### src/rtl/qpie_pkg.sv
`timescale 1ns / 1ps
// ----------------------------------------------------------------------------
// qpie_pkg
// shared types, character codes and register indexes for the query string
// integer parameter extractor
// ----------------------------------------------------------------------------
package qpie_pkg;

    localparam int DEF_MAX_VALUE_CHARS = 9;
    localparam int DEF_MAX_KEY_CHARS   = 8;

    localparam int KEY_NAME_W  = 64;
    localparam int KEY_BYTES   = KEY_NAME_W / 8;
    localparam int KEY_LEN_W   = 4;
    localparam int CFG_INDEX_W = 1;
    localparam int MAG_W       = 30;
    localparam int VALUE_W     = 31;

    // register indexes on the config port
    localparam logic [CFG_INDEX_W-1:0] REG_KEY_NAME   = 1'b0;
    localparam logic [CFG_INDEX_W-1:0] REG_KEY_LENGTH = 1'b1;

    // character codes
    localparam logic [7:0] CHAR_AMP   = 8'h26;
    localparam logic [7:0] CHAR_EQ    = 8'h3D;
    localparam logic [7:0] CHAR_PLUS  = 8'h2B;
    localparam logic [7:0] CHAR_MINUS = 8'h2D;
    localparam logic [7:0] CHAR_ZERO  = 8'h30;
    localparam logic [7:0] CHAR_NINE  = 8'h39;
    localparam logic [7:0] CHAR_SPACE = 8'h20;
    localparam logic [7:0] CHAR_TAB   = 8'h09;
    localparam logic [7:0] CHAR_CR    = 8'h0D;

    typedef enum logic [1:0] {
        SEG_KEY,
        SEG_VALUE,
        SEG_SKIP,
        SEG_DONE
    } seg_status_t;

    typedef enum logic [1:0] {
        PH_SPACE,
        PH_SIGN,
        PH_DIGITS,
        PH_STOP
    } num_phase_t;

    typedef struct packed {
        logic [7:0] query_byte;
        logic       last_byte;
    } qpie_item_t;

    typedef struct packed {
        logic signed [VALUE_W-1:0] param_value;
        logic                      key_found;
    } qpie_result_t;

endpackage

### src/rtl/query_param_int_extractor.sv
`timescale 1ns / 1ps
// a byte is held in the input register and parsed by the parser stage; on the
// last byte the result is loaded into the result register that drives the outputs
// throughput: one query byte per cycle, set by the single parser stage between the
// input and result registers; a last byte waits only while the result register is full
// reset: rst_n clears the parser state, the key registers and both valid flags
// ----------------------------------------------------------------------------
// query_param_int_extractor
// finds the first '&'-separated segment whose key matches the configured key,
// followed by '=', and parses its value like a %d conversion
// ----------------------------------------------------------------------------
module query_param_int_extractor
#(
    parameter int MAX_VALUE_CHARS = qpie_pkg::DEF_MAX_VALUE_CHARS,
    parameter int MAX_KEY_CHARS   = qpie_pkg::DEF_MAX_KEY_CHARS
)
(
    input  logic                                clk,
    input  logic                                rst_n,
    // config write port
    input  logic                                cfg_write,
    input  logic [qpie_pkg::CFG_INDEX_W-1:0]    cfg_index,
    input  logic [qpie_pkg::KEY_NAME_W-1:0]     cfg_data,
    // request channel
    input  logic                                in_valid,
    output logic                                in_ready,
    input  logic [7:0]                          query_byte,
    input  logic                                last_byte,
    // result channel
    output logic                                out_valid,
    input  logic                                out_ready,
    output logic signed [qpie_pkg::VALUE_W-1:0] param_value,
    output logic                                key_found
);

    // key registers
    logic [qpie_pkg::KEY_NAME_W-1:0] key_name_reg;
    logic [qpie_pkg::KEY_LEN_W-1:0]  key_length_reg;

    always_ff @(posedge clk or negedge rst_n)
    begin
        if (!rst_n)
        begin
            key_name_reg   <= '0;
            key_length_reg <= '0;
        end
        else if (cfg_write)
        begin
            unique case (cfg_index)
                qpie_pkg::REG_KEY_NAME:   key_name_reg   <= cfg_data;
                qpie_pkg::REG_KEY_LENGTH: key_length_reg <= cfg_data[qpie_pkg::KEY_LEN_W-1:0];
                default:                  key_name_reg   <= key_name_reg;
            endcase
        end
    end

    qpie_pkg::qpie_item_t   in_item;
    qpie_pkg::qpie_item_t   item;
    qpie_pkg::qpie_result_t parse_result;
    qpie_pkg::qpie_result_t out_result;
    logic                   item_valid;
    logic                   slot_free;
    logic                   advance;
    logic                   step;

    assign in_item.query_byte = query_byte;
    assign in_item.last_byte  = last_byte;

    // a byte that ends a query needs room in the result register;
    // any other byte moves on unconditionally
    assign advance = !item.last_byte || slot_free;
    assign step    = item_valid && advance;

    // input register stage
    qpie_in_reg u_in_reg
    (
        .clk        (clk),
        .rst_n      (rst_n),
        .in_valid   (in_valid),
        .in_ready   (in_ready),
        .in_item    (in_item),
        .advance    (advance),
        .item_valid (item_valid),
        .item       (item)
    );

    // segment match and number parse
    qpie_parser
    #(
        .MAX_VALUE_CHARS (MAX_VALUE_CHARS),
        .MAX_KEY_CHARS   (MAX_KEY_CHARS)
    )
    u_parser
    (
        .clk        (clk),
        .rst_n      (rst_n),
        .step       (step),
        .item       (item),
        .key_name   (key_name_reg),
        .key_length (key_length_reg),
        .result     (parse_result)
    );

    // result register, loaded on the last byte of each query
    qpie_out_reg u_out_reg
    (
        .clk         (clk),
        .rst_n       (rst_n),
        .load        (step && item.last_byte),
        .load_result (parse_result),
        .out_valid   (out_valid),
        .out_ready   (out_ready),
        .slot_free   (slot_free),
        .result      (out_result)
    );

    assign param_value = out_result.param_value;
    assign key_found   = out_result.key_found;

endmodule

### src/rtl/qpie_in_reg.sv
`timescale 1ns / 1ps
// ----------------------------------------------------------------------------
// qpie_in_reg
// input register: holds one request byte until the parser takes it
// ----------------------------------------------------------------------------
module qpie_in_reg
(
    input  logic               clk,
    input  logic               rst_n,
    input  logic               in_valid,
    output logic               in_ready,
    input  qpie_pkg::qpie_item_t in_item,
    input  logic               advance,
    output logic               item_valid,
    output qpie_pkg::qpie_item_t item
);

    logic                 valid_reg;
    logic                 valid_next;
    qpie_pkg::qpie_item_t item_reg;

    assign in_ready   = !valid_reg || advance;
    assign valid_next = in_ready ? in_valid : valid_reg;

    always_ff @(posedge clk or negedge rst_n)
    begin
        if (!rst_n)
        begin
            valid_reg <= 1'b0;
        end
        else
        begin
            valid_reg <= valid_next;
        end
    end

    always_ff @(posedge clk)
    begin
        if (in_valid && in_ready)
        begin
            item_reg <= in_item;
        end
    end

    assign item_valid = valid_reg;
    assign item       = item_reg;

endmodule

### src/rtl/qpie_parser.sv
`timescale 1ns / 1ps
// ----------------------------------------------------------------------------
// qpie_parser
// segment matcher and %d-style number parser, one byte per step
// ----------------------------------------------------------------------------
module qpie_parser
#(
    parameter int MAX_VALUE_CHARS = qpie_pkg::DEF_MAX_VALUE_CHARS,
    parameter int MAX_KEY_CHARS   = qpie_pkg::DEF_MAX_KEY_CHARS
)
(
    input  logic                              clk,
    input  logic                              rst_n,
    input  logic                              step,
    input  qpie_pkg::qpie_item_t              item,
    input  logic [qpie_pkg::KEY_NAME_W-1:0]   key_name,
    input  logic [qpie_pkg::KEY_LEN_W-1:0]    key_length,
    output qpie_pkg::qpie_result_t            result
);

    localparam int POS_W = $clog2(MAX_KEY_CHARS + 1);
    localparam int CNT_W = $clog2(MAX_VALUE_CHARS + 2);

    logic [POS_W-1:0]            pos_reg,   pos_next;
    qpie_pkg::seg_status_t       seg_reg,   seg_next;
    logic [CNT_W-1:0]            cnt_reg,   cnt_next;
    qpie_pkg::num_phase_t        phase_reg, phase_next;
    logic [qpie_pkg::MAG_W-1:0]  mag_reg,   mag_next;
    logic                        neg_reg,   neg_next;
    logic                        digit_reg, digit_next;
    logic                        match_reg, match_next;

    logic [7:0]                  c;
    logic [7:0]                  key_byte;
    logic [POS_W-1:0]            klen;
    logic                        is_space;
    logic                        is_digit;
    logic [qpie_pkg::MAG_W-1:0]  mag_acc;
    logic [CNT_W-1:0]            cnt_inc;

    assign c        = item.query_byte;
    assign key_byte = key_name[8 * 32'(3'(pos_reg)) +: 8];
    assign klen     = (key_length > qpie_pkg::KEY_LEN_W'(MAX_KEY_CHARS))
                    ? POS_W'(MAX_KEY_CHARS) : POS_W'(key_length);
    assign is_space = (c == qpie_pkg::CHAR_SPACE)
                   || (c >= qpie_pkg::CHAR_TAB && c <= qpie_pkg::CHAR_CR);
    assign is_digit = (c >= qpie_pkg::CHAR_ZERO) && (c <= qpie_pkg::CHAR_NINE);
    // times ten plus the digit
    assign mag_acc  = (mag_reg << 3) + (mag_reg << 1)
                    + qpie_pkg::MAG_W'(c[3:0]);
    assign cnt_inc  = (cnt_reg <= CNT_W'(MAX_VALUE_CHARS)) ? cnt_reg + 1'b1 : cnt_reg;

    // next state
    always_comb
    begin
        pos_next   = pos_reg;
        seg_next   = seg_reg;
        cnt_next   = cnt_reg;
        phase_next = phase_reg;
        mag_next   = mag_reg;
        neg_next   = neg_reg;
        digit_next = digit_reg;
        match_next = match_reg;
        if (seg_reg != qpie_pkg::SEG_DONE)
        begin
            if (c == qpie_pkg::CHAR_AMP)
            begin
                if (seg_reg == qpie_pkg::SEG_VALUE)
                begin
                    seg_next = qpie_pkg::SEG_DONE;
                end
                else
                begin
                    pos_next = '0;
                    seg_next = qpie_pkg::SEG_KEY;
                end
            end
            else if (seg_reg == qpie_pkg::SEG_KEY)
            begin
                if (pos_reg < klen)
                begin
                    if (c == key_byte)
                    begin
                        pos_next = pos_reg + 1'b1;
                    end
                    else
                    begin
                        seg_next = qpie_pkg::SEG_SKIP;
                    end
                end
                else if (c == qpie_pkg::CHAR_EQ)
                begin
                    seg_next   = qpie_pkg::SEG_VALUE;
                    match_next = 1'b1;
                    cnt_next   = '0;
                    phase_next = qpie_pkg::PH_SPACE;
                    mag_next   = '0;
                    neg_next   = 1'b0;
                    digit_next = 1'b0;
                end
                else
                begin
                    seg_next = qpie_pkg::SEG_SKIP;
                end
            end
            else if (seg_reg == qpie_pkg::SEG_VALUE)
            begin
                cnt_next = cnt_inc;
                if (cnt_inc <= CNT_W'(MAX_VALUE_CHARS))
                begin
                    unique case (phase_reg)
                        qpie_pkg::PH_SPACE,
                        qpie_pkg::PH_SIGN,
                        qpie_pkg::PH_DIGITS:
                        begin
                            if (phase_reg == qpie_pkg::PH_SPACE && is_space)
                            begin
                                phase_next = phase_reg;
                            end
                            else if (phase_reg == qpie_pkg::PH_SPACE
                                     && (c == qpie_pkg::CHAR_PLUS
                                         || c == qpie_pkg::CHAR_MINUS))
                            begin
                                neg_next   = (c == qpie_pkg::CHAR_MINUS);
                                phase_next = qpie_pkg::PH_SIGN;
                            end
                            else if (is_digit)
                            begin
                                mag_next   = mag_acc;
                                digit_next = 1'b1;
                                phase_next = qpie_pkg::PH_DIGITS;
                            end
                            else
                            begin
                                phase_next = qpie_pkg::PH_STOP;
                            end
                        end
                        qpie_pkg::PH_STOP:
                        begin
                            phase_next = phase_reg;
                        end
                        default:
                        begin
                            phase_next = phase_reg;
                        end
                    endcase
                end
            end
        end
    end

    // result from the state after this byte
    always_comb
    begin
        result.key_found   = match_next;
        result.param_value = '0;
        if (match_next && digit_next && cnt_next <= CNT_W'(MAX_VALUE_CHARS))
        begin
            result.param_value = neg_next
                ? qpie_pkg::VALUE_W'(0) - {1'b0, mag_next}
                : {1'b0, mag_next};
        end
    end

    always_ff @(posedge clk or negedge rst_n)
    begin
        if (!rst_n)
        begin
            pos_reg   <= '0;
            seg_reg   <= qpie_pkg::SEG_KEY;
            cnt_reg   <= '0;
            phase_reg <= qpie_pkg::PH_SPACE;
            mag_reg   <= '0;
            neg_reg   <= 1'b0;
            digit_reg <= 1'b0;
            match_reg <= 1'b0;
        end
        else if (step)
        begin
            if (item.last_byte)
            begin
                pos_reg   <= '0;
                seg_reg   <= qpie_pkg::SEG_KEY;
                cnt_reg   <= '0;
                phase_reg <= qpie_pkg::PH_SPACE;
                mag_reg   <= '0;
                neg_reg   <= 1'b0;
                digit_reg <= 1'b0;
                match_reg <= 1'b0;
            end
            else
            begin
                pos_reg   <= pos_next;
                seg_reg   <= seg_next;
                cnt_reg   <= cnt_next;
                phase_reg <= phase_next;
                mag_reg   <= mag_next;
                neg_reg   <= neg_next;
                digit_reg <= digit_next;
                match_reg <= match_next;
            end
        end
    end

endmodule

### src/rtl/qpie_out_reg.sv
`timescale 1ns / 1ps
// ----------------------------------------------------------------------------
// qpie_out_reg
// result register: holds one result until the consumer takes it
// ----------------------------------------------------------------------------
module qpie_out_reg
(
    input  logic                   clk,
    input  logic                   rst_n,
    input  logic                   load,
    input  qpie_pkg::qpie_result_t load_result,
    output logic                   out_valid,
    input  logic                   out_ready,
    output logic                   slot_free,
    output qpie_pkg::qpie_result_t result
);

    logic                   valid_reg;
    logic                   valid_next;
    qpie_pkg::qpie_result_t result_reg;

    assign slot_free  = !valid_reg || out_ready;
    assign valid_next = load || (valid_reg && !out_ready);

    always_ff @(posedge clk or negedge rst_n)
    begin
        if (!rst_n)
        begin
            valid_reg <= 1'b0;
        end
        else
        begin
            valid_reg <= valid_next;
        end
    end

    always_ff @(posedge clk)
    begin
        if (load)
        begin
            result_reg <= load_result;
        end
    end

    assign out_valid = valid_reg;
    assign result    = result_reg;

endmodule

### config.mk
export PLATFORM = sky130hd
export DESIGN_NAME = query_param_int_extractor
export DESIGN_NICKNAME = d
export VERILOG_FILES = /design/src/rtl/qpie_pkg.sv /design/src/rtl/query_param_int_extractor.sv /design/src/rtl/qpie_in_reg.sv /design/src/rtl/qpie_parser.sv /design/src/rtl/qpie_out_reg.sv
export SDC_FILE = /design/constraint.sdc
export NUM_CORES = 1
export LEC_CHECK = 0
export BUFFER_PORTS_ARGS = -buffer_cell sky130_fd_sc_hd__buf_4
export CORE_ASPECT_RATIO = 1.2
export CORE_MARGIN = 2
export CORE_UTILIZATION = 35
export CTS_BUF_LIST = sky130_fd_sc_hd__clkbuf_8
export DETAILED_ROUTE_END_ITERATION = 12
export PLACE_DENSITY = 0.61
export SYNTH_ARGS = -nofsm -noshare
export SYNTH_HDL_FRONTEND = slang
export SYNTH_SLANG_ARGS = --single-unit
### constraint.sdc
create_clock -name clk -period 10.25 [get_ports clk]
set_input_delay 0.5125 -clock clk [delete_from_list [all_inputs] [get_ports clk]]
set_output_delay 0.5125 -clock clk [all_outputs]
set_load 0.005 [all_outputs]
==> results of run 1 <==
==> how the worst max path moves through the flow <==
stage / from / to / slack (ns) / cells past startpoint
finish: u_parser.pos_reg[1]$_DFFE_PN0P_ / u_out_reg.result[27]$_SDFFCE_PN0P_ / 5.49 / 14
floorplan: u_parser.cnt_reg[1]$_DFFE_PN0P_ / u_out_reg.result[29]$_SDFFCE_PN0P_ / 6.24 / 18
detailed placement: u_parser.pos_reg[1]$_DFFE_PN0P_ / u_out_reg.result[27]$_SDFFCE_PN0P_ / 5.56 / 14
global route: u_parser.pos_reg[1]$_DFFE_PN0P_ / u_out_reg.result[27]$_SDFFCE_PN0P_ / 5.12 / 14
global placement: u_parser.pos_reg[1]$_DFFE_PN0P_ / u_out_reg.result[29]$_SDFFCE_PN0P_ / 5.64 / 14
CTS: u_parser.pos_reg[1]$_DFFE_PN0P_ / u_out_reg.result[27]$_SDFFCE_PN0P_ / 5.53 / 14
==> metal layers <==
layer / track usage [%] / vias to the layer above / part of all wire (%)
li1: - / 3842 / -
met1: 20.9 / 3931 / 40
met5: 0 / - / 0
met2: 32.7 / 252 / 51
met3: 3.61 / 65 / 5.0
met4: 8.81 / 0 / 4.1
==> layout make-up <==
class	count	area, um^2
fill	2780	16900
multi-input combinational	751	5720
sequential	156	4110
timing repair buffer	124	931
tap	385	482
clock buffer	17	234
clock inverter	14	203
inverter	23	86.3
==> worst register-to-register path, delay by kind of cell (launching register included) <==
family,cells,cell delay [ns]
fa+ha+maj,2,0.58
mux,1,0.33
simple gates,6,1.57
compound gates,5,1.09
flops,1,0.95
==> power by group through the flow <==
stage / combinational (uW) / clock [uW] / sequential, uW
final: 168 / 519 / 722
after global routing: 185 / 556 / 729
after CTS: 171 / 530 / 723
after detailed placement: 171 / 0 / 736
after global placement: 168 / 0 / 734
after floorplan: 108 / 0 / 721
==> cells in the mapped netlist (all sizes together), types with 5 or more instances <==
library cell	number
o21ai	69
mux4	16
nor2b	10
o211ai	6
and3	15
o21a	9
nor3	18
nand2	78
xor2	22
dfrtp	115
mux2i	11
ha	62
a21oi	62
buf	21
nand2b	5
a211oi	6
nor2	77
edfxtp	41
a22o	15
a31oi	11
nand3	34
clkbuf	29
o22ai	10
and2	5
nand4	9
a21boi	5
xnor2	25
inv	23
a21o	13
mux2	75
a22oi	6
or3	13
==> through the flow <==
step / area, um^2 / std cells / hold slack [ns] / power, uW
detailed placement: 11300 / 1439 / 0.470 / 907
floorplan: 10100 / 980 / 0.217 / 829
finish: 11800 / 1470 / 0.0315 / 1410
global placement: 11300 / 1439 / 0.464 / 902
global route: 11800 / 1470 / 0.0729 / 1470
CTS: 11800 / 1470 / 0.0600 / 1420
==> logic make-up (layout without fill, tap and decap cells) <==
family	after synthesis	in the layout	share of synthesized area (%)
compound gates	252	252	16.8
xor+xnor	47	47	4.06
fa+ha+maj	64	64	8.05
buf+inv	73	178	3.15
flops	156	156	40.5
mux	102	102	13.0
simple gates	286	286	14.5
==> results.json, run 1 <==
{
  "final_common_cell": "buf_4",
  "largest_reg_flops": 64,
  "finalHoldViolations": 0,
  "cts_root_buf": "clkbuf_8",
  "wirelength_um": 27200,
  "clkPwrFrac_pct": 36.8,
  "crit_arrival_ns": 4.97,
  "crit_family": "simple AND/OR/NAND/NOR gates",
  "ys_ff_latch": 156,
  "fin_crit_sh_pct": 46.4,
  "required_ns": 10.46,
  "start_kind": "flop",
  "vdd_drop_max_mv": 0.101,
  "grt_setup_unrepaired": "no",
  "r2r_cells": 14,
  "fin_worst_skew_ns": 0.0176,
  "drtPass1Iterations": 5,
  "vias_per_cell": 5.50,
  "synth-main-ff-cell": "dfrtp_1",
  "area_growth_pct": 16.0,
  "drcViolationCount": 0,
  "setup_viol": 0,
  "port-buffer-count": 112,
  "cts.path.max_buffers": 2,
  "grt_pass1_wl_um": 44200,
  "worstSetupPathType": "reg2reg",
  "antenna_left": 0,
  "gp_congestion": 0.924,
  "hp-class": "in2async",
  "die_y_um": 190,
  "synth.area.top_cells": "dfrtp_1, edfxtp_1, mux2_2",
  "p_leak_uw": 0.00497,
  "netlist.area_leader.share_pct": 28.4,
  "slowest_stage": "dfrtp_1",
  "cpPeakStageDelay_ns": 0.95,
  "coreArea_um2": 28700,
  "numCtsBuffers": 17,
  "start_util_pct": 35.4,
  "clock-sinks": 156,
  "final_util_pct": 41.0,
  "setup_slack_ns": 5.49,
  "grt_max_degree": 73,
  "r2r_setup_slack_ns": 5.49,
  "syn_nets": 1123,
  "antenna_found_initial": 0,
  "dieArea_um2": 30400,
  "fin_crit_ns": 4.76,
  "post_cts_resize_count": 0,
  "rows": 68,
  "avgRoutedWirePerCell_um": 18.5,
  "ios": 113,
  "power_frac_seq_pct": 51.2,
  "track_usage_pct": 18.3,
  "yosysSeqAreaShare_pct": 40.5,
  "tns_ns": 0,
  "syn_area_um2": 10100,
  "rr_endpoint": "u_out_reg.result[27]$_SDFFCE_PN0P_",
  "cts_tree": "built",
  "preCtsSetupSlack_ns": 5.56,
  "worst-path-buf-inv": 0,
  "fp.dieW_um": 159,
  "drv_slew": 0,
  "htreeDepth": 4,
  "critical_path.cell_chain": "ha_1 -> o21ai_0 -> o21ai_1 -> and3_1 -> nor3_1 -> a21oi_1 -> ha_1 -> nand4_2 -> a22o_1 -> nor3_4 -> nand3_1 -> nor3_4 -> a21oi_1 -> mux2_1",
  "synth.distinct_cells": 87,
  "p_switching_uw": 378,
  "insertion_delay_ns": 0.47,
  "fin_nets": 1216,
  "worst_pin_slew_ns": 1.12,
  "combinationalPowerShare_pct": 11.9,
  "grt-ovfl-total": 0,
  "cap_violations": 0,
  "critPathCaptureType": "flop",
  "relSlewSlack_pct": 25.2,
  "drt_iter0_markers": 469,
  "antenna_cells_inserted": 0,
  "fmax_mhz": 210,
  "internal_power_uw": 1030,
  "pwr_density_cell_nw_per_um2": 120,
  "post_cts_buffers": 0,
  "hpwl_um": 20100,
  "synthCells": 980,
  "swShare_pct": 26.8,
  "post_synth.cell_area_avg_um2": 10.3,
  "yosysTopAreaCell": "dfrtp_1",
  "yosys_warnings": 0,
  "final_cell_mix": "buf_4, dfrtp_1, nand2_1",
  "synth-edff-count": 41,
  "clk_pin_slew_ns": 0.10,
  "ctsHoldBuffers": 0,
  "async_flop_share_pct": 73.7,
  "status": "completed",
  "vias": 8090,
  "r2r_start": "u_parser.pos_reg[1]$_DFFE_PN0P_",
  "grt_pass1_vias": 8430,
  "drive_gt1_share_pct": 25.3,
  "critPathMaxFanout": 21
}
Power figures use the tool's default switching activity.
==> inputs of run 2 (changes only) <==
==> constraint.sdc (replaced) <==
create_clock -name clk -period 4.6 [get_ports clk]
set_input_delay 0.23 -clock clk [delete_from_list [all_inputs] [get_ports clk]]
set_output_delay 0.23 -clock clk [all_outputs]
set_load 0.005 [all_outputs]
==> run 2 against run 1 <==
- sequential share of layout area decreased by 2.3 points
- combinational power increased to 2.6 times the previous value
- worst hold slack better by 0.024 ns
- maximum frequency rose by 9.2%
- critical path depth rose by 1
- sequential cell count unchanged
- final cell count is 6.2% higher
- worst setup slack worse by 5.3 ns
- wire length increased by 4.7%
- first-iteration DRC count up 7.5%
- largest power group unchanged
==> results.json, run 2 (synthesis gave the netlist of run 1 again) <==
{
  "antenna_left": 0,
  "clock-sinks": 156,
  "gp_congestion": 0.890,
  "final_cell_mix": "buf_4, dfrtp_1, nand2_1",
  "worstSetupPathType": "reg2reg",
  "ios": 113,
  "clk_pin_slew_ns": 0.10,
  "drcViolationCount": 0,
  "wirelength_um": 28500,
  "setup_viol": 0,
  "fp.dieW_um": 159,
  "htreeDepth": 4,
  "insertion_delay_ns": 0.49,
  "total_power_uw": 3110,
  "rows": 68,
  "numCtsBuffers": 17,
  "hpwl_um": 20400,
  "drive_gt1_share_pct": 24.7,
  "drtPass1Iterations": 5,
  "coreArea_um2": 28700,
  "internal_power_uw": 2230,
  "track_usage_pct": 19.0,
  "start_util_pct": 35.4,
  "combinationalPowerShare_pct": 14.2,
  "relSlewSlack_pct": 25.9,
  "grt_setup_unrepaired": "no",
  "fin_crit_sh_pct": 94.8,
  "clkPwrFrac_pct": 34.2,
  "fin_worst_skew_ns": 0.0219,
  "p_leak_uw": 0.00534,
  "grt_max_degree": 49,
  "cts_tree": "built",
  "finalHoldViolations": 0,
  "swShare_pct": 28.3,
  "pwr_density_cell_nw_per_um2": 248,
  "hp-class": "in2reg",
  "vias_per_cell": 5.41,
  "port-buffer-count": 112,
  "crit_arrival_ns": 4.59,
  "dieArea_um2": 30400,
  "cts_root_buf": "clkbuf_8",
  "drv_slew": 0,
  "critPathMaxFanout": 6,
  "vias": 8439,
  "cts.path.max_buffers": 2,
  "cap_violations": 0,
  "avgRoutedWirePerCell_um": 18.3,
  "fmax_mhz": 229,
  "fin_nets": 1307,
  "critPathCaptureType": "flop",
  "grt_pass1_vias": 8745,
  "final_util_pct": 43.9,
  "power_frac_seq_pct": 51.6,
  "largest_reg_flops": 64,
  "grt-ovfl-total": 0,
  "tns_ns": 0,
  "area_growth_pct": 24.1,
  "start_kind": "flop",
  "vdd_drop_max_mv": 0.182,
  "drt_iter0_markers": 504,
  "required_ns": 4.83,
  "antenna_found_initial": 0,
  "fin_crit_ns": 4.36,
  "antenna_cells_inserted": 0,
  "p_switching_uw": 881,
  "die_y_um": 190,
  "final_common_cell": "buf_4",
  "status": "completed",
  "post_cts_resize_count": 0,
  "worst_pin_slew_ns": 1.11,
  "grt_pass1_wl_um": 45700
}
## run 2: cell count changes in the layout (fill, tap and decap cells not counted), sizes merged
cell / before / now
dlygate4sd3: 0 / 75
buf: 124 / 140
inv: 29 / 34
bufinv: 3 / 1
clkinv: 4 / 2
clkinvlp: 1 / 0
## run 2: metal layers
layer,track usage (%),vias up,share of wire (%)
met4,5.63,0,2.1
met2,35.5,255,52
met1,22.0,4125,41
li1,-,4009,-
met5,0,-,0
met3,3.55,50,4.8
## run 2: power by group through the flow
stage                     Clock [uW]  Sequential [uW]  Combinational (uW)
after floorplan                    0             1610                 241
after global placement             0             1630                 382
after detailed placement           0             1630                 390
after CTS                       1100             1600                 442
after global routing            1140             1620                 483
final                           1060             1610                 444
## run 2: worst paths after layout
path | cells after the start | start | endpoint | slack (ns)
worst max-delay path | 15 | u_in_reg.item[4]$_DFFE_PP_ | u_out_reg.result[30]$_SDFFCE_PN0P_ | 0.24
worst min-delay path | 3 | out_ready | u_out_reg.out_valid$_DFF_PN0_ | 0.06
worst max register to register | 15 | u_in_reg.item[4]$_DFFE_PP_ | u_out_reg.result[30]$_SDFFCE_PN0P_ | 0.24
worst min register to register | 1 | key_name_reg[52]$_DFFE_PN0P_ | key_name_reg[52]$_DFFE_PN0P_ | 0.51
max in group asynchronous | 3 | rst_n | u_parser.mag_reg[2]$_DFFE_PN0P_ | 3.30
min in group asynchronous | 2 | rst_n | u_parser.mag_reg[28]$_DFFE_PN0P_ | 0.27
## run 2: final cells by class
cell class                      instances  area [um^2]
Inverter                               23         86.3
Clock inverter                         14          146
Fill cell                            2691        16100
Multi-Input combinational cell        751         5720
Tap cell                              385          482
Clock buffer                           17          234
Timing Repair Buffer                  215         1800
Sequential cell                       156         4110
## run 2: stage by stage
step                      cells  hold WS [ns]  cell area [um^2]  worst slack, ns
after floorplan             980       -0.0656             10100            0.586
after global placement     1454         0.258             11400            0.390
after detailed placement   1454         0.260             11400            0.295
after CTS                  1560        0.0175             12600            0.241
after global routing       1561        0.0511             12600          0.00949
final                      1561        0.0552             12600            0.241
## run 2: repair_timing
action / 4_1_cts / 5_1_grt
endpoints found under the setup margin: 0 / 1
hold endpoints to repair: 118 / 0
hold buffers: 75 / 0
setup buffers: 0 / 1
## run 2: critical path, stage by stage (launching register included)
cell and delay, ns:
edfxtp_1 0.44, inv_1 0.14, fa_1 0.54, fa_1 0.46
nand2b_1 0.17, a21oi_1 0.14, buf_4 0.15, o2111ai_2 0.24
nand3_2 0.18, a211oi_2 0.08, xor2_1 0.16, o21ai_0 0.56
nor4_2 0.10, buf_4 0.18, a41oi_1 0.22, mux2_1 0.34
==> inputs of run 3 (changes only) <==
--- a/config.mk
+++ b/config.mk
@@ -10,8 +10,10 @@
 export CORE_MARGIN = 2
 export CORE_UTILIZATION = 35
 export CTS_BUF_LIST = sky130_fd_sc_hd__clkbuf_8
+export CTS_CLUSTER_SIZE = 12
 export DETAILED_ROUTE_END_ITERATION = 12
 export PLACE_DENSITY = 0.61
+export RECOVER_POWER = 100
 export SYNTH_ARGS = -nofsm -noshare
 export SYNTH_HDL_FRONTEND = slang
 export SYNTH_SLANG_ARGS = --single-unit
==> constraint.sdc (replaced) <==
create_clock -name clk -period 4.4 [get_ports clk]
set_input_delay 0.22 -clock clk [delete_from_list [all_inputs] [get_ports clk]]
set_output_delay 0.22 -clock clk [all_outputs]
set_load 0.005 [all_outputs]
==> run 3 against run 2 <==
- the flow now finishes with violations (max-capacitance violations, max-slew violations)
- via count is 0.64% higher
- maximum frequency increased by 4.3%
- global-route usage down 0.094 points
- sequential power rose by 4%
- combinational power increased by 4%
- non-clock buffer count rose by 3
- largest cell class unchanged
==> results.json, run 3 (synthesis gave the netlist of run 1 again) <==
{
  "vdd_drop_max_mv": 0.286,
  "crit_start": "u_in_reg.item[4]$_DFFE_PP_",
  "hold_start": "out_ready",
  "relSlewSlack_pct": -130,
  "r2r_cells": 15,
  "violations": "max-capacitance violations, max-slew violations",
  "min_path_cells": 3,
  "largest_reg_flops": 64,
  "tns_ns": 0,
  "fin_crit_ns": 4.18,
  "grt_setup_unrepaired": "no",
  "start_kind": "flop",
  "fin_worst_skew_ns": 0.0269,
  "gp_congestion": 0.879,
  "nFillCells": 2685,
  "required_ns": 4.62,
  "final_cell_mix": "dfrtp_1, buf_4, nand2_1",
  "rows": 68,
  "htreeDepth": 4,
  "worst_pin_slew_ns": 3.45,
  "r2r_start": "u_in_reg.item[4]$_DFFE_PP_",
  "cts_root_buf": "clkbuf_8",
  "avgRoutedWirePerCell_um": 18.1,
  "start_util_pct": 35.4,
  "drt_iter0_markers": 509,
  "p_leak_uw": 0.00531,
  "clk_pin_slew_ns": 0.10,
  "dieArea_um2": 30400,
  "regArea_um2": 4110,
  "critPathCaptureType": "flop",
  "hp-class": "in2reg",
  "crit_arrival_ns": 4.40,
  "placed_cell_area_um2": 11500,
  "grt-ovfl-total": 0,
  "final_util_pct": 43.9,
  "fmax_mhz": 239,
  "antenna_cells_inserted": 0,
  "setup_viol": 0,
  "status": "finished, violations left",
  "die_y_um": 190,
  "insertion_delay_ns": 0.48,
  "finalHoldViolations": 0,
  "cts.path.max_buffers": 2,
  "grt_pass1_wl_um": 45800,
  "area_growth_pct": 24.2,
  "multi_input_area_um2": 5720,
  "setup_slack_ns": 0.222,
  "fin_crit_sh_pct": 95.0,
  "clock-sinks": 156,
  "port-buffer-count": 112,
  "ios": 113,
  "fin_nets": 1310,
  "coreArea_um2": 28700,
  "drive_gt1_share_pct": 23.4,
  "vias": 8493,
  "grt_max_degree": 65,
  "cap_violations": 3,
  "fp.dieW_um": 159,
  "pwr_density_cell_nw_per_um2": 264,
  "drcViolationCount": 0,
  "final_common_cell": "dfrtp_1",
  "worstSetupPathType": "reg2reg",
  "cts_tree": "built",
  "stdcell_area_um2": 12600,
  "antenna_left": 0,
  "antenna_found_initial": 0,
  "total_power_uw": 3320,
  "vias_per_cell": 5.43,
  "numCtsBuffers": 17,
  "drtPass1Iterations": 5,
  "critPathMaxFanout": 4,
  "hpwl_um": 20400,
  "preCtsSetupSlack_ns": 0.205,
  "track_usage_pct": 18.9,
  "grt_pass1_vias": 8757,
  "drv_slew": 142,
  "wirelength_um": 28300
}
==> run 3: cell count changes in the layout (fill, tap and decap cells not counted), sizes merged <==
cell	before	now
clkbuf	17	73
buf	140	87
clkinv	2	4
inv	34	33
==> run 3: stage by stage <==
| step | std cells | hold WS, ns |
|---|---|---|
| after floorplan | 980 | -0.0756 |
| after detailed placement | 1458 | 0.247 |
| after global placement | 1458 | 0.241 |
| final | 1565 | 0.0691 |
| after CTS | 1565 | 0.0258 |
| after global routing | 1565 | 0.0519 |
==> run 3: final timing paths <==
kind	end	slack, ns
min in group asynchronous	u_parser.mag_reg[26]$_DFFE_PN0P_	1.00
max	u_out_reg.result[30]$_SDFFCE_PN0P_	0.22
max in group asynchronous	key_name_reg[13]$_DFFE_PN0P_	1.30
min	u_out_reg.out_valid$_DFF_PN0_	0.07
max reg2reg	u_out_reg.result[30]$_SDFFCE_PN0P_	0.22
min reg2reg	u_parser.mag_reg[29]$_DFFE_PN0P_	0.51
==> run 3: timing repair <==
action / in CTS / in global routing
endpoints found under the setup margin: 0 / 1
hold buffers: 75 / 0
resized for setup: 0 / 2
setup buffers: 0 / 0
hold endpoints to repair: 118 / 0
==> run 3: per-layer routing <==
layer	GRT usage, %	wire length (um)
met5	0	0
met4	7.13	893
met3	3.46	1230
met2	34.8	14600
met1	21.7	11600
==> run 3: power breakdown <==
group / leakage, uW / switching (uW) / internal [uW]
Combinational: 0.00325 / 200 / 260
Clock: 0.000214 / 687 / 492
Sequential: 0.00184 / 73.2 / 1610
==> run 3: worst max-delay path: stages, from the launching register on <==
cell and delay, ns:
edfxtp_1 0.36, inv_1 0.10, fa_1 0.60, inv_1 0.06, ha_1 0.27, a21o_1 0.14, and4_1 0.26, o21ai_0 0.12
buf_4 0.16, a31oi_1 0.36, xor2_1 0.24, a21oi_1 0.11, o211ai_1 0.42, nor3_2 0.11, a41oi_1 0.28, mux2_1 0.34
==> run 3: final cells by class <==
class,count,area share [%]
inverter,23,0.686
tap,385,3.83
clock buffer,17,1.86
multi-input combinational,751,45.5
sequential,156,32.6
timing repair buffer,218,14.0
clock inverter,15,1.49
